`src/sv/sme_pkg.sv`:
```
// ----------------------------------------------------------------------------
// sme_pkg: shared types and constants of the stack machine executor
// opcodes, fault codes, cell control and the result record
// ----------------------------------------------------------------------------
package sme_pkg;

  localparam int unsigned WORD_W     = 32;
  localparam int unsigned KIND_W     = 5;
  localparam int unsigned ADDR_OUT_W = 10;

  localparam logic [WORD_W-1:0] ALL_ONES = '1;
  localparam logic [WORD_W-1:0] WORD_ONE = WORD_W'(1);

  typedef enum logic [KIND_W-1:0] {
    OP_STOP     = 5'd0,
    OP_NEXT     = 5'd1,
    OP_DUP      = 5'd2,
    OP_OVER     = 5'd3,
    OP_PICK     = 5'd4,
    OP_SWAP     = 5'd5,
    OP_ROT      = 5'd6,
    OP_DROP     = 5'd7,
    OP_SKIPIF   = 5'd8,
    OP_FWD      = 5'd9,
    OP_REW      = 5'd10,
    OP_ZERO     = 5'd11,
    OP_ONE      = 5'd12,
    OP_NEGONE   = 5'd13,
    OP_LIT      = 5'd14,
    OP_ADD      = 5'd15,
    OP_MUL      = 5'd16,
    OP_AND      = 5'd17,
    OP_OR       = 5'd18,
    OP_XOR      = 5'd19,
    OP_RSHIFT   = 5'd20,
    OP_LSHIFT   = 5'd21,
    OP_WRITEHEX = 5'd22
  } op_e;

  typedef enum logic [1:0] {
    FAULT_NONE  = 2'd0,
    FAULT_UNDER = 2'd1,
    FAULT_OVER  = 2'd2,
    FAULT_BAD   = 2'd3
  } fault_e;

  // what a stack cell takes as its word in the next cycle
  typedef enum logic [1:0] {
    CELL_HOLD,
    CELL_FROM_UP,
    CELL_FROM_DOWN,
    CELL_LOAD
  } cell_mode_e;

  // what a stack cell takes as its probe in the next cycle
  typedef enum logic [1:0] {
    PROBE_HOLD,
    PROBE_LOAD,
    PROBE_SHIFT
  } probe_mode_e;

  typedef struct packed {
    cell_mode_e  mode;
    probe_mode_e probe;
  } cell_ctl_t;

  typedef struct packed {
    logic [ADDR_OUT_W-1:0] next_address;
    logic                  emit_valid;
    logic [WORD_W-1:0]     emit_value;
    logic                  halted;
    fault_e                fault;
  } result_t;

endpackage

```
`src/sv/sme_cell.sv`:
```
// ----------------------------------------------------------------------------
// sme_cell: one entry of the shifting data stack
// holds a stack word and a probe word used by the pick walk
// ----------------------------------------------------------------------------
module sme_cell (
  input  logic                       clk_i,
  input  sme_pkg::cell_ctl_t         ctl_i,
  input  logic [sme_pkg::WORD_W-1:0] load_word_i,
  input  logic [sme_pkg::WORD_W-1:0] up_word_i,
  input  logic [sme_pkg::WORD_W-1:0] down_word_i,
  input  logic [sme_pkg::WORD_W-1:0] down_probe_i,
  output logic [sme_pkg::WORD_W-1:0] word_o,
  output logic [sme_pkg::WORD_W-1:0] probe_o
);
  import sme_pkg::*;

  logic [WORD_W-1:0] word_q, word_d;
  logic [WORD_W-1:0] probe_q, probe_d;

  always_comb begin
    case (ctl_i.mode)
      CELL_FROM_UP:   word_d = up_word_i;
      CELL_FROM_DOWN: word_d = down_word_i;
      CELL_LOAD:      word_d = load_word_i;
      default:        word_d = word_q;
    endcase
  end

  // probe load copies the word below, so the top probe starts at depth one
  always_comb begin
    case (ctl_i.probe)
      PROBE_LOAD:  probe_d = down_word_i;
      PROBE_SHIFT: probe_d = down_probe_i;
      default:     probe_d = probe_q;
    endcase
  end

  always_ff @(posedge clk_i) begin
    word_q  <= word_d;
    probe_q <= probe_d;
  end

  assign word_o  = word_q;
  assign probe_o = probe_q;

endmodule

```
`config.mk`:
```
export PLATFORM = sky130hd
export DESIGN_NAME = sme_cell
export DESIGN_NICKNAME = d
export VERILOG_FILES = /design/src/sv/sme_pkg.sv /design/src/sv/sme_cell.sv
export SDC_FILE = /design/constraint.sdc
export NUM_CORES = 1
export LEC_CHECK = 0
export ABC_CLOCK_PERIOD_IN_PS = 1330
export BUFFER_PORTS_ARGS = -buffer_cell sky130_fd_sc_hd__buf_2
export CAP_MARGIN = 20
export CORE_ASPECT_RATIO = 0.6
export CORE_UTILIZATION = 40
export CTS_BUF_LIST = sky130_fd_sc_hd__clkbuf_2
export DETAILED_ROUTE_END_ITERATION = 10
export PLACE_DENSITY = 0.79
export SLEW_MARGIN = 20
export SYNTH_ARGS = -nofsm -noshare
export SYNTH_HDL_FRONTEND = slang
export SYNTH_SLANG_ARGS = --single-unit
```
`constraint.sdc`:
```
create_clock -name clk_i -period 1.33 [get_ports clk_i]
set_input_delay 0.0665 -clock clk_i [delete_from_list [all_inputs] [get_ports clk_i]]
set_output_delay 0.0665 -clock clk_i [all_outputs]
set_load 0.05 [all_outputs]
```
==> results of run 1 <==
[cell usage after synthesis (all sizes together)]
master   n
inv      2
mux2    32
or2      1
nor2    32
clkbuf   3
edfxtp  64
buf     12
a21oi   32
ha       1
mux2i   32
[per-stage QoR]
step / cell area (um^2) / instances / hold WS (ps)
detailed placement: 4180 / 507 / 371
global placement: 4180 / 507 / 368
floorplan: 3100 / 211 / 284
[cells by family after synthesis]
kind of cell / after synthesis
simple gates: 33
mux: 64
compound gates: 32
fa+ha+maj: 1
buf+inv: 17
flops: 64
==> summary.txt, run 1 <==
CLOCK TREE
--------------------------------------------------------------------------
Root buf cell ...............................................     clkbuf_2
Buffer levels on the longest clock path .....................            2
Count of cells resized by post-cts repair ...................            0
Htree depth .................................................            3
Quantity of hold-fixing buffers added after cts .............          106
TritonCTS Sinks .............................................           64
Number of buffers inserted during clock tree synthesis ......            9
Setup Buffers After CTS .....................................            0

FLOORPLANNING
--------------------------------------------------------------------------
Die Ht ......................................................      70.2 um
Die span in x ...............................................       116 um
Standard-cell row count .....................................           24
Number of placed I/O pins ...................................          197
Starting density of the core ................................        41.9%

LOGIC SYNTHESIS
--------------------------------------------------------------------------
Adder and majority gate portion of the synthesized area .....       0.404%
Proportion of synthesized chip area in sequential cells .....        62.1%
Nets in the synthesized netlist .............................          345
Total of flip-flops plus latches after synthesis ............           64
Synthesized-area fraction occupied by and/or/nand/nor cells .        4.08%
Multiplexer area fraction after synthesis ...................        23.2%
Area share of xor/xnor cells in the synthesized design ......           0%
Main combinational cell family by area after synthesis ...... multiplexers
Leading area contributor after synthesis ....................     edfxtp_1
Cells taking the most area after synthesis .................. edfxtp_1 (62%), mux2i_1 (10%), mux2_2 (8.0%), a21oi_1 (5.2%), mux2_4 (4.8%)
Netlist area before placement ...............................    3100 um^2
Yosys top cell area share ...................................        62.1%
Mapped Cells ................................................          211
Count of unique library cells instantiated by Yosys .........           14
Total of warnings raised by yosys ...........................            0
Compound-gate portion of the synthesized area ...............        5.17%
Syn avg cell area ...........................................    14.7 um^2

RUN STATUS
--------------------------------------------------------------------------
Result of the run ........................................... aborted with a tool error
Stage reached ...............................................      4_1_cts
Run-stopping error .......................................... [ERROR RSZ-0060] Max buffer count reached.

PLACEMENT
--------------------------------------------------------------------------
Placer Congestion ...........................................        0.741
Half-perimeter wire length of the detailed placement result .      6060 um
IO Port Bufs ................................................          196
Setup Slack @ Placement .....................................      64.3 ps

==> run 2: changes to the inputs <==
==> config.mk (replaced) <==
export PLATFORM = sky130hd
export DESIGN_NAME = sme_cell
export DESIGN_NICKNAME = d
export VERILOG_FILES = /design/src/sv/sme_pkg.sv /design/src/sv/sme_cell.sv
export SDC_FILE = /design/constraint.sdc
export NUM_CORES = 1
export LEC_CHECK = 0
export ABC_CLOCK_PERIOD_IN_PS = 1700
export BUFFER_PORTS_ARGS = -buffer_cell sky130_fd_sc_hd__buf_2
export CAP_MARGIN = 20
export CORE_UTILIZATION = 40
export DETAILED_ROUTE_END_ITERATION = 10
export PLACE_DENSITY_LB_ADDON = 0.15
export SLEW_MARGIN = 20
export SYNTH_ARGS = -nofsm -noshare
export SYNTH_HDL_FRONTEND = slang
export SYNTH_SLANG_ARGS = --single-unit
==> constraint.sdc (replaced) <==
create_clock -name clk_i -period 1.7 [get_ports clk_i]
set_input_delay 0.085 -clock clk_i [delete_from_list [all_inputs] [get_ports clk_i]]
set_output_delay 0.085 -clock clk_i [all_outputs]
set_load 0.05 [all_outputs]
==> run 2 against run 1 <==
Area after synthesis stayed put. The flow now finishes without violations. Synthesized cell count is the same.
==> summary.txt, run 2 <==
HOLD PATH
------------------------------------------------------------------------------------------
HP Class .................................................................... primary input to flop

FLOORPLANNING
------------------------------------------------------------------------------------------
Starting density of the core ................................................        42.0%   +0.10 points
Number of placed I/O pins ...................................................          197   unchanged
Std-Cell Core Area ..........................................................    7370 um^2
Full die area ...............................................................    8100 um^2
Standard-cell row count .....................................................           31   +29%
Die span in x ...............................................................      90.0 um   -22%
Die Ht ......................................................................      90.0 um   +28%

DRT
------------------------------------------------------------------------------------------
Vias/cell ...................................................................         4.76
Overall via count from detail_route .........................................        2,429
Number of remaining DRC errors ..............................................            0
Drt first pass iters ........................................................            4
Wirelength per Cell .........................................................      14.9 um
Violation count after the first detailed-route iteration ....................           68
Routed WL ...................................................................      7610 um
DRT antenna net count .......................................................            0

PLACEMENT
------------------------------------------------------------------------------------------
Placer Congestion ...........................................................        0.750   +1.2%
IO Port Bufs ................................................................          196   unchanged
Half-perimeter wire length of the detailed placement result .................      5620 um   -7.3%
Area after DPL ..............................................................    4110 um^2   -1.7%

WORST SETUP PATH
------------------------------------------------------------------------------------------
Kind of end point of the critical path ......................................   output pin
Combined buffer and inverter count along the critical path ..................            1
Critical Path Source Type ...................................................         flop
Worst endpoint data arrival time ............................................       950 ps
Class of the most critical setup path ....................................... flop to output pin
Worst Path Max Fanout .......................................................            1
CP required .................................................................      1620 ps
Cell with the largest stage delay on the worst path .........................     edfxtp_1
Top Family by Delay on Critical Path ........................................   flip-flops
Cell breakdown of the critical path .........................................        buf_2
Worst path max stage delay ..................................................       390 ps

GLOBAL ROUTING
------------------------------------------------------------------------------------------
GRT Resource Usage Total ....................................................        19.0%
Initial antenna violation count .............................................            0
Maximum number of pins on one net before global-route repair ................           65
Global-route wire length before repair ......................................    11,600 um
Via count of the first global-routing pass ..................................        2,352
Total congestion overflow ...................................................            0

FINAL LAYOUT
------------------------------------------------------------------------------------------
Area of all placed cells without fillers ....................................    4250 um^2
Fillers .....................................................................          676
Final-stage net count .......................................................          543
Layout cells sized above 1 ..................................................        59.9%
Syn-to-layout area delta ....................................................        37.3%
Leading cell types in the layout, fill and taps excluded .................... buf_2 (196), edfxtp_1 (64), mux2i_1 (32), nor2_1 (32), a21oi_1 (32)
Multi-input gate area .......................................................    1020 um^2
Most common library cell in the layout ignoring fill and taps ...............        buf_2
Storage element area ........................................................    1920 um^2
Number of inserted diodes ...................................................            0
Post-layout util ............................................................        57.7%

STA
------------------------------------------------------------------------------------------
Final worst-path cycle share ................................................        60.7%
Final min period ............................................................      1030 ps
Count of pins over their slew limit .........................................            0
Final setup fails ...........................................................            0
Unrepaired setup endpoints after global routing .............................        false
Total negative slack ........................................................         0 ps
Maximum achievable frequency ................................................      969 MHz
Slew Limit Headroom .........................................................        49.3%
Least-Margin Pin Slew .......................................................       760 ps
Hold violation count in the final report ....................................            0
Tightest hold margin ........................................................      57.1 ps

CLOCK TREE
------------------------------------------------------------------------------------------
Setup Buffers After CTS .....................................................            0   unchanged
Number of buffers inserted during clock tree synthesis ......................            9   unchanged
CTS tree ....................................................................         done
TritonCTS Sinks .............................................................           64   unchanged
Root buf cell ...............................................................     clkbuf_8
Htree depth .................................................................            3   unchanged
Count of cells resized by post-cts repair ...................................            0   unchanged
Buffer levels on the longest clock path .....................................            2   unchanged
Quantity of hold-fixing buffers added after cts .............................            0   -100%
Clock edge transition at the registers on the reported setup and hold paths .        70 ps

LOGIC SYNTHESIS
------------------------------------------------------------------------------------------
Nets in the synthesized netlist .............................................          345   unchanged
Syn avg cell area ...........................................................    14.7 um^2   unchanged
Synth Flop Type .............................................................     edfxtp_1
Total of warnings raised by yosys ...........................................            0   unchanged
Count of unique library cells instantiated by Yosys .........................           14   unchanged
Number of enable-type register cells in the synthesized netlist .............           64   unchanged
Leading area contributor after synthesis ....................................     edfxtp_1
Mapped Cells ................................................................          211   unchanged
Proportion of synthesized chip area in sequential cells .....................        62.1%   unchanged
Total of flip-flops plus latches after synthesis ............................           64   unchanged
Ranking of synthesized cells by instance count .............................. edfxtp_1 (64), a21oi_1 (32), mux2i_1 (32), nor2_1 (32), mux2_2 (22)
Most instantiated library cell after synthesis ..............................     edfxtp_1
Netlist area before placement ...............................................    3100 um^2   unchanged
Yosys top cell area share ...................................................        62.1%   unchanged
Cells taking the most area after synthesis .................................. edfxtp_1 (62%), mux2i_1 (10%), mux2_2 (8.0%), a21oi_1 (5.2%), mux2_4 (4.8%)
Share of flip-flops with an asynchronous set or reset .......................           0%   unchanged

POWER
------------------------------------------------------------------------------------------
Max VDD drop ................................................................   0.000426 V
LEAKAGE .....................................................................      1.98 nW
Power per cell area ......................................................... 1040 nW/um^2

RUN STATUS
------------------------------------------------------------------------------------------
Result of the run ........................................................... finished clean

JOB
------------------------------------------------------------------------------------------
Total of max-cap violations .................................................            0

run 2: cell counts after synthesis:
Identical to the previous run, type by type.
run 2: final timing paths:
kind / from / to / slack, ps / cells past startpoint
min: down_probe_i[4] / probe_o[4] / 60 / 2
max: probe_o[3] / probe_o[3] / 670 / 1
run 2: where the power goes:
group	total (mW)	switching, mW	internal, mW
combinational	1.40	1.02	0.383
sequential	2.03	0.0487	1.98
clock	1.01	0.518	0.493
run 2: final cells by class:
cell class,instances,share of cell area [%]
repair buffers,202,24.4
inverters,2,0.177
well taps,99,2.91
clock inverters,3,0.294
clock buffers,10,3.00
multi-input cells,130,24.0
flip-flops and latches,64,45.2
run 2: kinds of logic after synthesis:
family | count (synthesis) | share of synthesized area, %
adder cells (fa/ha/maj) | 1 | 0.404
flip-flops | 64 | 62.1
buffers and inverters | 17 | 5.09
AO/OA/AOI/OAI | 32 | 5.17
AND/OR/NAND/NOR | 33 | 4.08
multiplexers | 64 | 23.2
run 2: through the flow:
stage          cells  total power, mW  setup slack, ps
3_3_place_gp     497             3.46              428
6_report         510             4.44              668
5_1_grt          510             4.63              633
3_5_place_dp     497             3.47              383
2_1_floorplan    211             3.08              290
4_1_cts          510             4.49              658
run 2: routing by layer:
layer	up-vias	track usage [%]	wire, um
li1	1189	-	-
met1	1104	22.0	3020
met2	128	33.1	3920
met3	8	4.99	556
met4	0	8.33	113
met5	-	0	0
Power figures use the tool's default switching activity.
