`config.mk`:
```
export PLATFORM = sky130hd
export DESIGN_NAME = sme_addr
export DESIGN_NICKNAME = d
export VERILOG_FILES = /design/src/sv/sme_pkg.sv /design/src/sv/sme_addr.sv
export SDC_FILE = /design/constraint.sdc
export NUM_CORES = 1
export LEC_CHECK = 0
export ABC_AREA = 1
export BUFFER_PORTS_ARGS = -buffer_cell sky130_fd_sc_hd__buf_2
export CAP_MARGIN = 20
export CORE_UTILIZATION = 47
export DETAILED_ROUTE_END_ITERATION = 10
export GPL_ROUTABILITY_DRIVEN = 1
export GPL_TIMING_DRIVEN = 0
export PLACE_DENSITY = 0.86
export SKIP_LAST_GASP = 1
export SLEW_MARGIN = 20
export SYNTH_ARGS = -nofsm -noshare
export SYNTH_HDL_FRONTEND = slang
export SYNTH_SLANG_ARGS = --single-unit
```
`constraint.sdc`:
```
create_clock -name vclk -period 2.5
set_input_delay 0.125 -clock vclk [all_inputs]
set_output_delay 0.125 -clock vclk [all_outputs]
set_load 0.02 [all_outputs]
```
`src/sv/sme_pkg.sv`:
```
// ----------------------------------------------------------------------------
// sme_pkg: shared types and constants of the stack machine executor
// opcodes, fault codes, cell control and the result record
// ----------------------------------------------------------------------------
package sme_pkg;

  localparam int unsigned WORD_W     = 32;
  localparam int unsigned KIND_W     = 5;
  localparam int unsigned ADDR_OUT_W = 10;

  localparam logic [WORD_W-1:0] ALL_ONES = '1;
  localparam logic [WORD_W-1:0] WORD_ONE = WORD_W'(1);

  typedef enum logic [KIND_W-1:0] {
    OP_STOP     = 5'd0,
    OP_NEXT     = 5'd1,
    OP_DUP      = 5'd2,
    OP_OVER     = 5'd3,
    OP_PICK     = 5'd4,
    OP_SWAP     = 5'd5,
    OP_ROT      = 5'd6,
    OP_DROP     = 5'd7,
    OP_SKIPIF   = 5'd8,
    OP_FWD      = 5'd9,
    OP_REW      = 5'd10,
    OP_ZERO     = 5'd11,
    OP_ONE      = 5'd12,
    OP_NEGONE   = 5'd13,
    OP_LIT      = 5'd14,
    OP_ADD      = 5'd15,
    OP_MUL      = 5'd16,
    OP_AND      = 5'd17,
    OP_OR       = 5'd18,
    OP_XOR      = 5'd19,
    OP_RSHIFT   = 5'd20,
    OP_LSHIFT   = 5'd21,
    OP_WRITEHEX = 5'd22
  } op_e;

  typedef enum logic [1:0] {
    FAULT_NONE  = 2'd0,
    FAULT_UNDER = 2'd1,
    FAULT_OVER  = 2'd2,
    FAULT_BAD   = 2'd3
  } fault_e;

  // what a stack cell takes as its word in the next cycle
  typedef enum logic [1:0] {
    CELL_HOLD,
    CELL_FROM_UP,
    CELL_FROM_DOWN,
    CELL_LOAD
  } cell_mode_e;

  // what a stack cell takes as its probe in the next cycle
  typedef enum logic [1:0] {
    PROBE_HOLD,
    PROBE_LOAD,
    PROBE_SHIFT
  } probe_mode_e;

  typedef struct packed {
    cell_mode_e  mode;
    probe_mode_e probe;
  } cell_ctl_t;

  typedef struct packed {
    logic [ADDR_OUT_W-1:0] next_address;
    logic                  emit_valid;
    logic [WORD_W-1:0]     emit_value;
    logic                  halted;
    fault_e                fault;
  } result_t;

endpackage

```
`src/sv/sme_addr.sv`:
```
// ----------------------------------------------------------------------------
// sme_addr: next fetch address candidates
// computes ip+1, ip+2, forward and backward jumps modulo the program size
// ----------------------------------------------------------------------------
module sme_addr #(
  parameter int unsigned PROGRAM_WORDS = 1024
) (
  input  logic [$clog2(PROGRAM_WORDS)-1:0] ip_i,
  input  logic [sme_pkg::WORD_W-1:0]       value_i,
  output logic [$clog2(PROGRAM_WORDS)-1:0] inc1_o,
  output logic [$clog2(PROGRAM_WORDS)-1:0] inc2_o,
  output logic [$clog2(PROGRAM_WORDS)-1:0] fwd_o,
  output logic [$clog2(PROGRAM_WORDS)-1:0] rew_o
);
  import sme_pkg::*;

  localparam int unsigned AW    = $clog2(PROGRAM_WORDS);
  localparam int unsigned SW    = AW + 2;
  localparam int unsigned TWO_P = 2 * PROGRAM_WORDS;
  localparam logic [AW:0]   PW  = PROGRAM_WORDS[AW:0];
  localparam logic [SW-1:0] PW2 = TWO_P[SW-1:0];

  // (b * 2^shift) mod modulus by doubling, evaluated at elaboration
  function automatic int unsigned byte_residue(input int unsigned b,
                                               input int unsigned shift,
                                               input int unsigned modulus);
    int unsigned r;
    r = 0;
    for (int i = 7; i >= 0; i--) begin
      r = 2 * r + ((b >> i) & 1);
      if (r >= modulus) r = r - modulus;
    end
    for (int i = 0; i < int'(shift); i++) begin
      r = 2 * r;
      if (r >= modulus) r = r - modulus;
    end
    return r;
  endfunction

  // one conditional subtract, valid for x below twice the program size
  function automatic logic [AW-1:0] fold(input logic [AW:0] x);
    logic [AW:0] y;
    y = (x >= PW) ? x - PW : x;
    return y[AW-1:0];
  endfunction

  logic [AW-1:0] residue [4][256];
  logic [SW-1:0] sum;
  logic [SW-1:0] sum_half;
  logic [AW-1:0] m;
  logic [AW-1:0] ip1;

  // per-byte residue tables of the popped value
  for (genvar k = 0; k < 4; k++) begin : g_byte
    for (genvar b = 0; b < 256; b++) begin : g_val
      localparam int unsigned R = byte_residue(b, 8 * k, PROGRAM_WORDS);
      assign residue[k][b] = R[AW-1:0];
    end
  end

  assign sum = SW'(residue[0][value_i[7:0]])   + SW'(residue[1][value_i[15:8]]) +
               SW'(residue[2][value_i[23:16]]) + SW'(residue[3][value_i[31:24]]);
  assign sum_half = (sum >= PW2) ? sum - PW2 : sum;
  assign m        = fold(sum_half[AW:0]);

  assign ip1    = fold({1'b0, ip_i} + (AW+1)'(1));
  assign inc1_o = ip1;
  assign inc2_o = fold({1'b0, ip1} + (AW+1)'(1));
  assign fwd_o  = fold({1'b0, ip1} + {1'b0, m});
  assign rew_o  = fold({1'b0, ip1} + (PW - {1'b0, m}));

endmodule

```
* After elaboration in Yosys (flattened, before gate mapping)
Memories as Yosys holds them, arrays and structs flattened.
Cells that the tools add are included.
** Storage, ports and cells
- Bits in read-only memories :: 10240
- Memories :: 4
- Output and inout bits :: 40
- Register bits after elaboration :: 0
- Bits in writable memories :: 0
- Bits in latches :: 0
** Operators by class
- Reduce and logical (&&, ||, !) cells :: 0
- Bitwise logic cells :: 4
- $mul :: 0
- Shifts and indexed selects :: 0
- Order comparisons :: 10
- $add $sub $neg :: 14
- Multiplexer cells :: 14
- Div/mod/pow operators :: 0
- Eq/ne operators :: 0
** Memories
- (name not given) :: words 256, width 10, read ports 1, clocked after memory_dff 0, wr ports 0, line sme_addr.sv:62 : SW'(residue[2][value_i[23:16]]) + SW'(residue[3][value_i[31:24]]);
- (name not given) :: words 256, width 10, read ports 1, clocked after memory_dff 0, wr ports 0, line sme_addr.sv:62
- (name not given) :: words 256, width 10, read ports 1, clocked after memory_dff 0, wr ports 0, line sme_addr.sv:61 : assign sum = SW'(residue[0][value_i[7:0]]) + SW'(residue[1][value_i[15:8]]) +
- (name not given) :: words 256, width 10, read ports 1, clocked after memory_dff 0, wr ports 0, line sme_addr.sv:61
** Operators with widths (number)
- 10-bit two-way mux :: 13
- 11-bit >= comparator (second input constant) :: 5
- 10-bit by 1-bit subtractor with 10-bit output (second input constant) :: 5
- 9-bit >= comparator (second input constant) :: 4
- 8-bit inverter with 9-bit output :: 4
- 10-bit by 1-bit adder with 11-bit output (second input constant) :: 2
- 10-bit by 10-bit adder with 11-bit output :: 2
- 11-bit by 10-bit adder with 12-bit output :: 1
- 12-bit by 10-bit adder with 12-bit output :: 1
- 12-bit >= comparator (second input constant) :: 1
- 10-bit by 11-bit adder with 11-bit output :: 1
- 11-bit two-way mux :: 1
- 11-bit by 1-bit subtractor with 11-bit output (second input constant) :: 1
- 11-bit by 10-bit subtractor with 11-bit output (first input constant) :: 1

* Longest topological paths before layout
Gate-level depths: netlist of the first run.
- Depth after elaboration :: 15
- Depth in mapped cells :: 17

* Worst setup path after synthesis of the first run
OpenSTA, ideal clock, no wires.
- Path type :: input to output
- From :: input ip_i[0]
- To :: output rew_o[7]
- Required time :: 2.375 ns
- Arrival time :: 1.985 ns
- Buffers on the path :: 0
- Slack :: 0.390 ns
- Stages :: 12
- Cell sequence :: ha_1 > nand2_1 > nor2_4 > nand2_1 > nand2_1 > nand2_1 > ha_1 > nand2_1 > nor3_1 > nand2_1 > nand2_1 > xor2_1
** On the way
- Word-level cells in the longest chain between the ends :: 6
- Elaborated cells between the ends (all ways) :: 8
- Classes of those cells :: 4 x add/sub; 2 x order compare; 2 x mux
** Ends and longest elaborated chain
- start, declared :: line sme_addr.sv:8 : input logic [$clog2(PROGRAM_WORDS)-1:0] ip_i,
- 10-bit by 1-bit adder with 11-bit output * :: line sme_addr.sv:66 : assign ip1 = fold({1'b0, ip_i} + (AW+1)'(1));
- 10-bit by 1-bit subtractor with 10-bit output or 11-bit >= comparator (tied branches) :: line sme_addr.sv:43 : y = (x >= PW) ? x - PW : x;
- 10-bit two-way mux * :: line sme_addr.sv:43
- via inc1_o[6] :: line sme_addr.sv:10 : output logic [$clog2(PROGRAM_WORDS)-1:0] inc1_o,
- 10-bit by 11-bit adder with 11-bit output * :: line sme_addr.sv:70 : assign rew_o = fold({1'b0, ip1} + (PW - {1'b0, m}));
- 10-bit by 1-bit subtractor with 10-bit output or 11-bit >= comparator (tied branches) :: line sme_addr.sv:43
- 10-bit two-way mux * :: line sme_addr.sv:43
- end, declared :: line sme_addr.sv:13 : output logic [$clog2(PROGRAM_WORDS)-1:0] rew_o
Mark *: on every way through the listed nets, which the timed path passes. The rest lies on a longest branch.

* Worst setup path in the final report of the first run
- From :: input ip_i[0]
- To :: output fwd_o[7]
** On the way
- Word-level cells in the longest chain between the ends :: 6
- Elaborated cells between the ends (all ways) :: 8
- Classes of those cells :: 4 x add/sub; 2 x order compare; 2 x mux
** Ends and longest elaborated chain
- 10-bit by 1-bit adder with 11-bit output * :: line sme_addr.sv:66
- 10-bit by 1-bit subtractor with 10-bit output or 11-bit >= comparator (tied branches) :: line sme_addr.sv:43
- 10-bit two-way mux * :: line sme_addr.sv:43
- 10-bit by 10-bit adder with 11-bit output * :: line sme_addr.sv:69 : assign fwd_o = fold({1'b0, ip1} + {1'b0, m});
- 10-bit by 1-bit subtractor with 10-bit output or 11-bit >= comparator (tied branches) :: line sme_addr.sv:43
- 10-bit two-way mux * :: line sme_addr.sv:43
- end, declared :: line sme_addr.sv:12 : output logic [$clog2(PROGRAM_WORDS)-1:0] fwd_o,
Every way passes the cells marked *; elsewhere a longest branch is shown, timed or not.

==> flow_summary.yaml, run 1 <==
routing:
  first_pass_iters: 4
  via_count: 1669
  dr_wl_met3_um: 128
  drtIter0Drc: 36
  drc: 0
  drt-met1-wl_um: 1451
  totalWireLength_um: 3299
  wl_per_cell_um: 9.646
  drtAntennaViolNets: 0
  top_layer: "met3"
  wl_met2_um: 1720
  via_per_inst: 4.880
timing:
  finalCritPeriodShare: 0.9243
  fmax_ghz: 0.4327
  worst_slack_ns: 0.1892
  layout_min_cycle_time_ns: 2.311
  setup_viol: 0
  tightestPinTransition_ns: 0.2933
  relSlewSlack: 0.8024
  drv_slew: 0
  hold_slack_ns: 0.6228
  hold_viol: 0
logic_synthesis:
  ys_warn_count: 0
  synth_compound_area_frac: 0.08447
  synth_area_mm2: 0.001378
  avgSynthCellArea_um2: 5.488
  yosys.area_share.adder: 0.2107
  muxShareOfSynthArea: 0
  ys_types: 24
  synth_top_family_by_area: "simple AND/OR/NAND/NOR gates"
  netlist_instances: 251
  synth_nets: 315
  synth.yosys.seq_area_share: 0
  synthSimpleGateAreaFrac: 0.4578
  synth_xor_area_frac: 0.1017
critical_path:
  cp_max_fo: 6
  crit_family: "simple AND/OR/NAND/NOR gates"
  critPathMaxStageDelay_ns: 0.40
  end_kind: "primary output"
  critPathKind: "in -> out"
  critPathBufInv: 4
  start_kind: "input pin"
  cpMostUsedCell: "nand2_1"
  cp.arrival_ns: 2.19
  critical-path-slowest-cell: "ha_1"
  required_ns: 2.38
  path_cells: "buf_2, ha_1, nand2_1, nor2_4, nand2_2, nand2_4, ha_1, inv_1, a21oi_1, nand3_2, nand2_1, inv_1, o21ai_0, nand2_1, buf_2"
layout:
  seq_cell_count: 0
  layout_commonest_cell: "nand2_1"
  regArea_um2: 0
  areaGrowthSynthToFinish_pct: 27.97
  fin_nets: 377
  final.clkbuf_count: 0
  drive_gt1_frac: 0.2830
  fillers: 285
  layout_common_cells: "nand2_1, buf_2, inv_1"
  fin_cells: 342
  multi_input_area_mm2: 0.001224
  antenna_cells: 0
die:
  die_area_mm2: 0.003152
  start_util: 0.4995
  die_w_um: 56.14
  row_count: 19
  io_pins: 82
  core_area_mm2: 0.002758
  die_h_um: 56.14
outcome:
  status: "finished clean"
global_route:
  grt-ovfl-total: 0
  grt_pass1_vias: 1353
  grt.total_usage: 0.2042
  grt_pass1_wl_um: 5444
  grt_max_degree: 9
  antenna_found_initial: 0
power_and_ir_drop:
  swShare: 0.6537
  pwr-share-clk: 0
  pwr-share-seq: 0
  leakagePower_nw: 1.091
  power_density_mw_per_mm2: 301.8
  p_switching_mw: 0.3478
  p_int_mw: 0.1842
  combPwrFrac: 1.000
  ir_drop_uv: 232.9
place:
  io_buffer_count: 60
  dp_slack_ns: 0.07641
  place_inst: 342
  place_congestion: 0.8902
  place.detailed.hpwl_um: 2817
clocking:
  post-cts-setup-buffer-count: 0
worst_hold_path:
  hold_path.class: "in -> out"
  whs_endpoint: "inc2_o[1]"
  holdPathStages: 3
  worstHoldStart: "ip_i[0]"
flow_run:
  drv_cap: 0
cells in the mapped netlist:
cell / n / area, um^2
nor3_1: 4 / 20.02
nand2_2: 4 / 25.02
nor2_1: 18 / 67.56
buf_4: 2 / 15.01
o21bai_1: 2 / 15.01
nand2_4: 2 / 22.52
inv_1: 47 / 176.4
xor2_1: 15 / 131.4
xnor2_1: 1 / 8.760
a31oi_1: 3 / 18.77
nor2_2: 6 / 37.54
inv_2: 1 / 3.750
a21o_1: 1 / 7.510
nand3_2: 2 / 20.02
o21ai_0: 5 / 25.02
nor2_4: 2 / 22.52
ha_1: 20 / 250.2
fa_1: 2 / 40.04
nand3_1: 18 / 90.09
clkbuf_2: 1 / 5.000
nand4_1: 1 / 6.260
a21oi_1: 7 / 35.03
nand2_1: 85 / 319.1
o211ai_1: 2 / 15.01
area by class of cell:
class / instances / area share
inverter: 48 / 0.1022
timing repair buffer: 60 / 0.1703
tap: 31 / 0.02200
multi-input combinational: 200 / 0.6941
buffer: 3 / 0.01136
cells by family after synthesis:
kind of cell             after synthesis
AO/OA/AOI/OAI                         20
adder cells (fa/ha/maj)               22
buffers and inverters                 51
XOR/XNOR                              16
AND/OR/NAND/NOR                      142
how the worst max path moves through the flow:
stage,from,to,slack [ns],depth (start not counted)
finish,ip_i[0],fwd_o[7],0.19,15
global route,ip_i[0],fwd_o[7],-0.01,15
CTS,ip_i[0],fwd_o[8],0.06,16
detailed placement,ip_i[0],fwd_o[8],0.08,16
global placement,ip_i[0],fwd_o[8],0.07,16
floorplan,ip_i[0],rew_o[7],0.39,12
layer usage:
layer  global-route usage  up-vias
li1                     -      897
met1               0.2700      731
met2               0.3895       41
met3             0.004651        0
met4                    0        0
met5                    0        -
power by group through the flow:
stage | Sequential [mW] | Clock (mW) | Combinational, mW
after floorplan | 0 | 0 | 0.373
after global placement | 0 | 0 | 0.514
after detailed placement | 0 | 0 | 0.520
after CTS | 0 | 0 | 0.521
after global routing | 0 | 0 | 0.585
final | 0 | 0 | 0.532
metrics by stage:
step	cell area, um^2	utilization	TNS [ns]	power [mW]
after CTS	1717	0.6225	0	0.5211
after detailed placement	1717	0.6225	0	0.5199
after global routing	1763	0.6393	-0.01230	0.5851
after global placement	1717	0.6225	0	0.5140
final	1763	0.6393	0	0.5320
after floorplan	1378	-	0	0.3732
repair_timing:
action,in CTS,in global routing
hold buffers,0,0
gates resized for setup,0,12
endpoints found under the setup margin,0,6
(Power assumes the default switching activity.)
==> inputs of run 2 (changes only) <==
CELL_PAD_IN_SITES_DETAIL_PLACEMENT = 2   (was unset)
CELL_PAD_IN_SITES_GLOBAL_PLACEMENT = 2   (was unset)
CORE_UTILIZATION = 22   (was 47)
PLACE_DENSITY = unset   (was 0.86)
PLACE_DENSITY_LB_ADDON = 0.1   (was unset)
clock period = 2.9 ns   (was 2.5 ns; I/O delays follow)
==> flow_summary.yaml, run 2 (synthesis gave the netlist of run 1 again) <==
flow_run:
  drv_cap: 0
die:
  core_area_mm2: 0.005991
  io_pins: 82
  row_count: 28
  start_util: 0.2299
  die_h_um: 81.13
  die_w_um: 81.13
  die_area_mm2: 0.006582
timing:
  fmax_ghz: 0.3875
  hold_viol: 0
  layout_min_cycle_time_ns: 2.581
  finalCritPeriodShare: 0.8900
  tightestPinTransition_ns: 0.3371
  drv_slew: 0
  setup_viol: 0
  worst_slack_ns: 0.3191
  setup_tns_ns: 0
  relSlewSlack: 0.7729
  rsz0062_at_grt: "false"
critical_path:
  cp_max_fo: 6
  required_ns: 2.76
  start_kind: "input pin"
  critPathKind: "in -> out"
  end_kind: "primary output"
  cp.arrival_ns: 2.44
global_route:
  grt_max_degree: 9
  grt.total_usage: 0.1448
  grt-ovfl-total: 0
  grt_pass1_wl_um: 7652
  antenna_found_initial: 0
  grt_pass1_vias: 1790
place:
  place_congestion: 0.7384
  io_buffer_count: 60
  place_area_mm2: 0.001772
  place.detailed.hpwl_um: 4321
  place_inst: 386
  dp_slack_ns: 0.1878
layout:
  regArea_um2: 0
  layout_common_cells: "nand2_1, buf_2, inv_1"
  finish.instance_area_mm2: 0.001784
  layout_commonest_cell: "nand2_1"
  final_core_util: 0.2978
  fin_cells: 386
  antenna_cells: 0
  final.clkbuf_count: 0
  fin_nets: 377
  drive_gt1_frac: 0.2605
  areaGrowthSynthToFinish_pct: 29.52
  fillers: 798
  seq_cell_count: 0
worst_hold_path:
  holdPathStages: 3
  hold_path.class: "in -> out"
power_and_ir_drop:
  ir_drop_uv: 89.23
  leakagePower_nw: 1.085
  power_density_mw_per_mm2: 263.0
routing:
  drc: 0
  drtIter0Drc: 24
  via_per_inst: 4.503
  via_count: 1738
  wl_per_cell_um: 12.19
  first_pass_iters: 2
  drtAntennaViolNets: 0
  totalWireLength_um: 4707
clocking:
  post-cts-setup-buffer-count: 0
  cts_resized: 0
  hold_buffers: 0
outcome:
  status: "finished clean"
-- run 2: stage by stage --
stage	power [mW]	hold slack (ns)
5_1_grt	0.5265	0.6926
3_3_place_gp	0.4656	0.6664
3_5_place_dp	0.4758	0.6705
6_report	0.4693	0.6731
2_1_floorplan	0.3218	0.3565
4_1_cts	0.4775	0.6736
-- run 2: report_power, final --
part           total [mW]  switching (mW)  internal, mW
registers               0               0             0
logic               0.469           0.313         0.156
clock network           0               0             0
-- run 2: worst paths after layout --
check                  start        to  slack, ns
hold / removal    value_i[0]  fwd_o[0]       0.67
setup / recovery     ip_i[0]  fwd_o[9]       0.32
-- run 2: cell type report --
cell class,instances,area [um^2],share of cell area
multi-input cells,200,1190,0.6669
repair buffers,60,300.3,0.1683
inverters,48,180.2,0.1010
well taps,75,93.84,0.05259
plain buffers,3,20.02,0.01122
-- run 2: critical path, stage by stage --
cell	delay, ns
buf_2	0.15
ha_1	0.21
nand2_1	0.11
nor2_4	0.14
nand3_1	0.09
nand2_1	0.16
inv_1	0.13
ha_1	0.40
inv_1	0.15
a21oi_1	0.19
nand2_1	0.07
a21oi_1	0.17
inv_1	0.06
nand2_1	0.05
nand2_1	0.04
buf_2	0.15
-- run 2: metal layers --
layer	vias up	routed length (um)	part of all wire	track usage
li1	892	-	-	-
met1	825	2094	0.44	0.1725
met2	21	2554	0.54	0.3008
met3	0	57	0.012	0
met4	0	0	0	0
met5	-	0	0	0
==> inputs of run 3 (changes only) <==
CORE_UTILIZATION = 21   (was 22)
clock period = 2.6 ns   (was 2.9 ns; I/O delays follow)
==> flow_summary.yaml, run 3 (synthesis gave the netlist of run 1 again) <==
outcome:
  status: "finished clean"
die:
  core_area_mm2: 0.006350
  start_util: 0.2169
  io_pins: 82
  row_count: 29
  die_h_um: 82.99
  die_w_um: 82.99
  die_area_mm2: 0.006887
critical_path:
  cp.arrival_ns: 2.28
  cp_max_fo: 6
  critPathKind: "in -> out"
  end_kind: "primary output"
  setup.worst_path.start: "ip_i[0]"
  crit_path_end: "fwd_o[7]"
  start_kind: "input pin"
  required_ns: 2.47
layout:
  multi_input_area_mm2: 0.001231
  layout_common_cells: "nand2_1, buf_2, inv_1"
  fin_nets: 377
  final.clkbuf_count: 0
  final_core_util: 0.2883
  regArea_um2: 0
  seq_cell_count: 0
  antenna_cells: 0
  finish.instance_area_mm2: 0.001831
  layout_commonest_cell: "nand2_1"
  fillers: 824
  areaGrowthSynthToFinish_pct: 32.88
  drive_gt1_frac: 0.2862
routing:
  drtAntennaViolNets: 0
  via_count: 1717
  via_per_inst: 4.425
  first_pass_iters: 4
  totalWireLength_um: 4800
  drc: 0
  drtIter0Drc: 31
  wl_per_cell_um: 12.37
timing:
  relSlewSlack: 0.7420
  drv_slew: 0
  tightestPinTransition_ns: 0.3829
  worst_slack_ns: 0.1856
  rsz0062_at_grt: "true"
  setup_viol: 0
  setup_tns_ns: 0
  fmax_ghz: 0.4142
  layout_min_cycle_time_ns: 2.414
  finalCritPeriodShare: 0.9286
  hold_viol: 0
power_and_ir_drop:
  combPwrFrac: 1.000
  p_switching_mw: 0.3524
  ir_drop_uv: 118.6
  power_density_mw_per_mm2: 290.2
  pwr-share-seq: 0
  pwr-share-clk: 0
  p_int_mw: 0.1788
  swShare: 0.6634
  leakagePower_nw: 1.091
place:
  place_area_mm2: 0.001774
  place.detailed.hpwl_um: 4411
  io_buffer_count: 60
  place_congestion: 0.7441
  dp_slack_ns: -0.1077
global_route:
  antenna_found_initial: 0
  grt_pass1_vias: 1785
  grt.total_usage: 0.1397
  grt_max_degree: 9
  grt_pass1_wl_um: 8093
  grt-ovfl-total: 0
flow_run:
  drv_cap: 0
clocking:
  hold_buffers: 0
  post-cts-setup-buffer-count: 0
worst_hold_path:
  hold_path.class: "in -> out"
[run 3: stage by stage]
step | std cells | total power, mW | hold slack [ns]
after detailed placement | 388 | 0.5314 | 0.6398
after CTS | 388 | 0.5364 | 0.6422
after floorplan | 251 | 0.3589 | 0.3265
final | 388 | 0.5312 | 0.6346
after global placement | 388 | 0.5216 | 0.6379
after global routing | 388 | 0.5938 | 0.6592
[run 3: how the worst min path moves through the flow]
stage | startpoint | depth (start not counted) | slack (ns) | to
5_1_grt | value_i[0] | 3 | 0.66 | fwd_o[0]
2_1_floorplan | ip_i[0] | 1 | 0.33 | inc1_o[0]
3_5_place_dp | value_i[0] | 3 | 0.64 | fwd_o[0]
6_report | value_i[0] | 3 | 0.63 | fwd_o[0]
4_1_cts | value_i[0] | 3 | 0.64 | fwd_o[0]
3_3_place_gp | value_i[0] | 3 | 0.64 | fwd_o[0]
[run 3: worst max-delay path, stage by stage]
cell and delay (ns):
buf_2 0.14, ha_2 0.20, nand2_1 0.14, nor2_4 0.07, nand2_2 0.07, nand2_4 0.08, ha_1 0.42, inv_1 0.17
a21oi_1 0.19, nand3_2 0.14, nand2_1 0.09, inv_1 0.05, o21ai_0 0.15, nand2_1 0.08, buf_2 0.16
[run 3: repair_timing]
action	CTS	global route
pin swaps	0	0
setup endpoints to repair	2	5
resized for setup	3	12
[run 3: power groups by stage]
stage | clock network (mW) | logic, mW | registers, mW
after global routing | 0 | 0.594 | 0
final | 0 | 0.531 | 0
after global placement | 0 | 0.522 | 0
after CTS | 0 | 0.536 | 0
after floorplan | 0 | 0.359 | 0
after detailed placement | 0 | 0.531 | 0
[run 3: layout make-up]
class | instances | share of cell area
inverter | 48 | 0.09843
buffer | 3 | 0.01230
multi-input combinational | 200 | 0.6726
tap | 77 | 0.05263
timing repair buffer | 60 | 0.1640
[run 3: routing by layer]
layer / up-vias / wire length, um / track usage / share of wire
met3: 0 / 83 / 0.001988 / 0.017
met4: 0 / 0 / 0.004702 / 0
met5: - / 0 / 0 / 0
li1: 890 / - / - / -
met2: 21 / 2648 / 0.2884 / 0.55
met1: 806 / 2067 / 0.1659 / 0.43
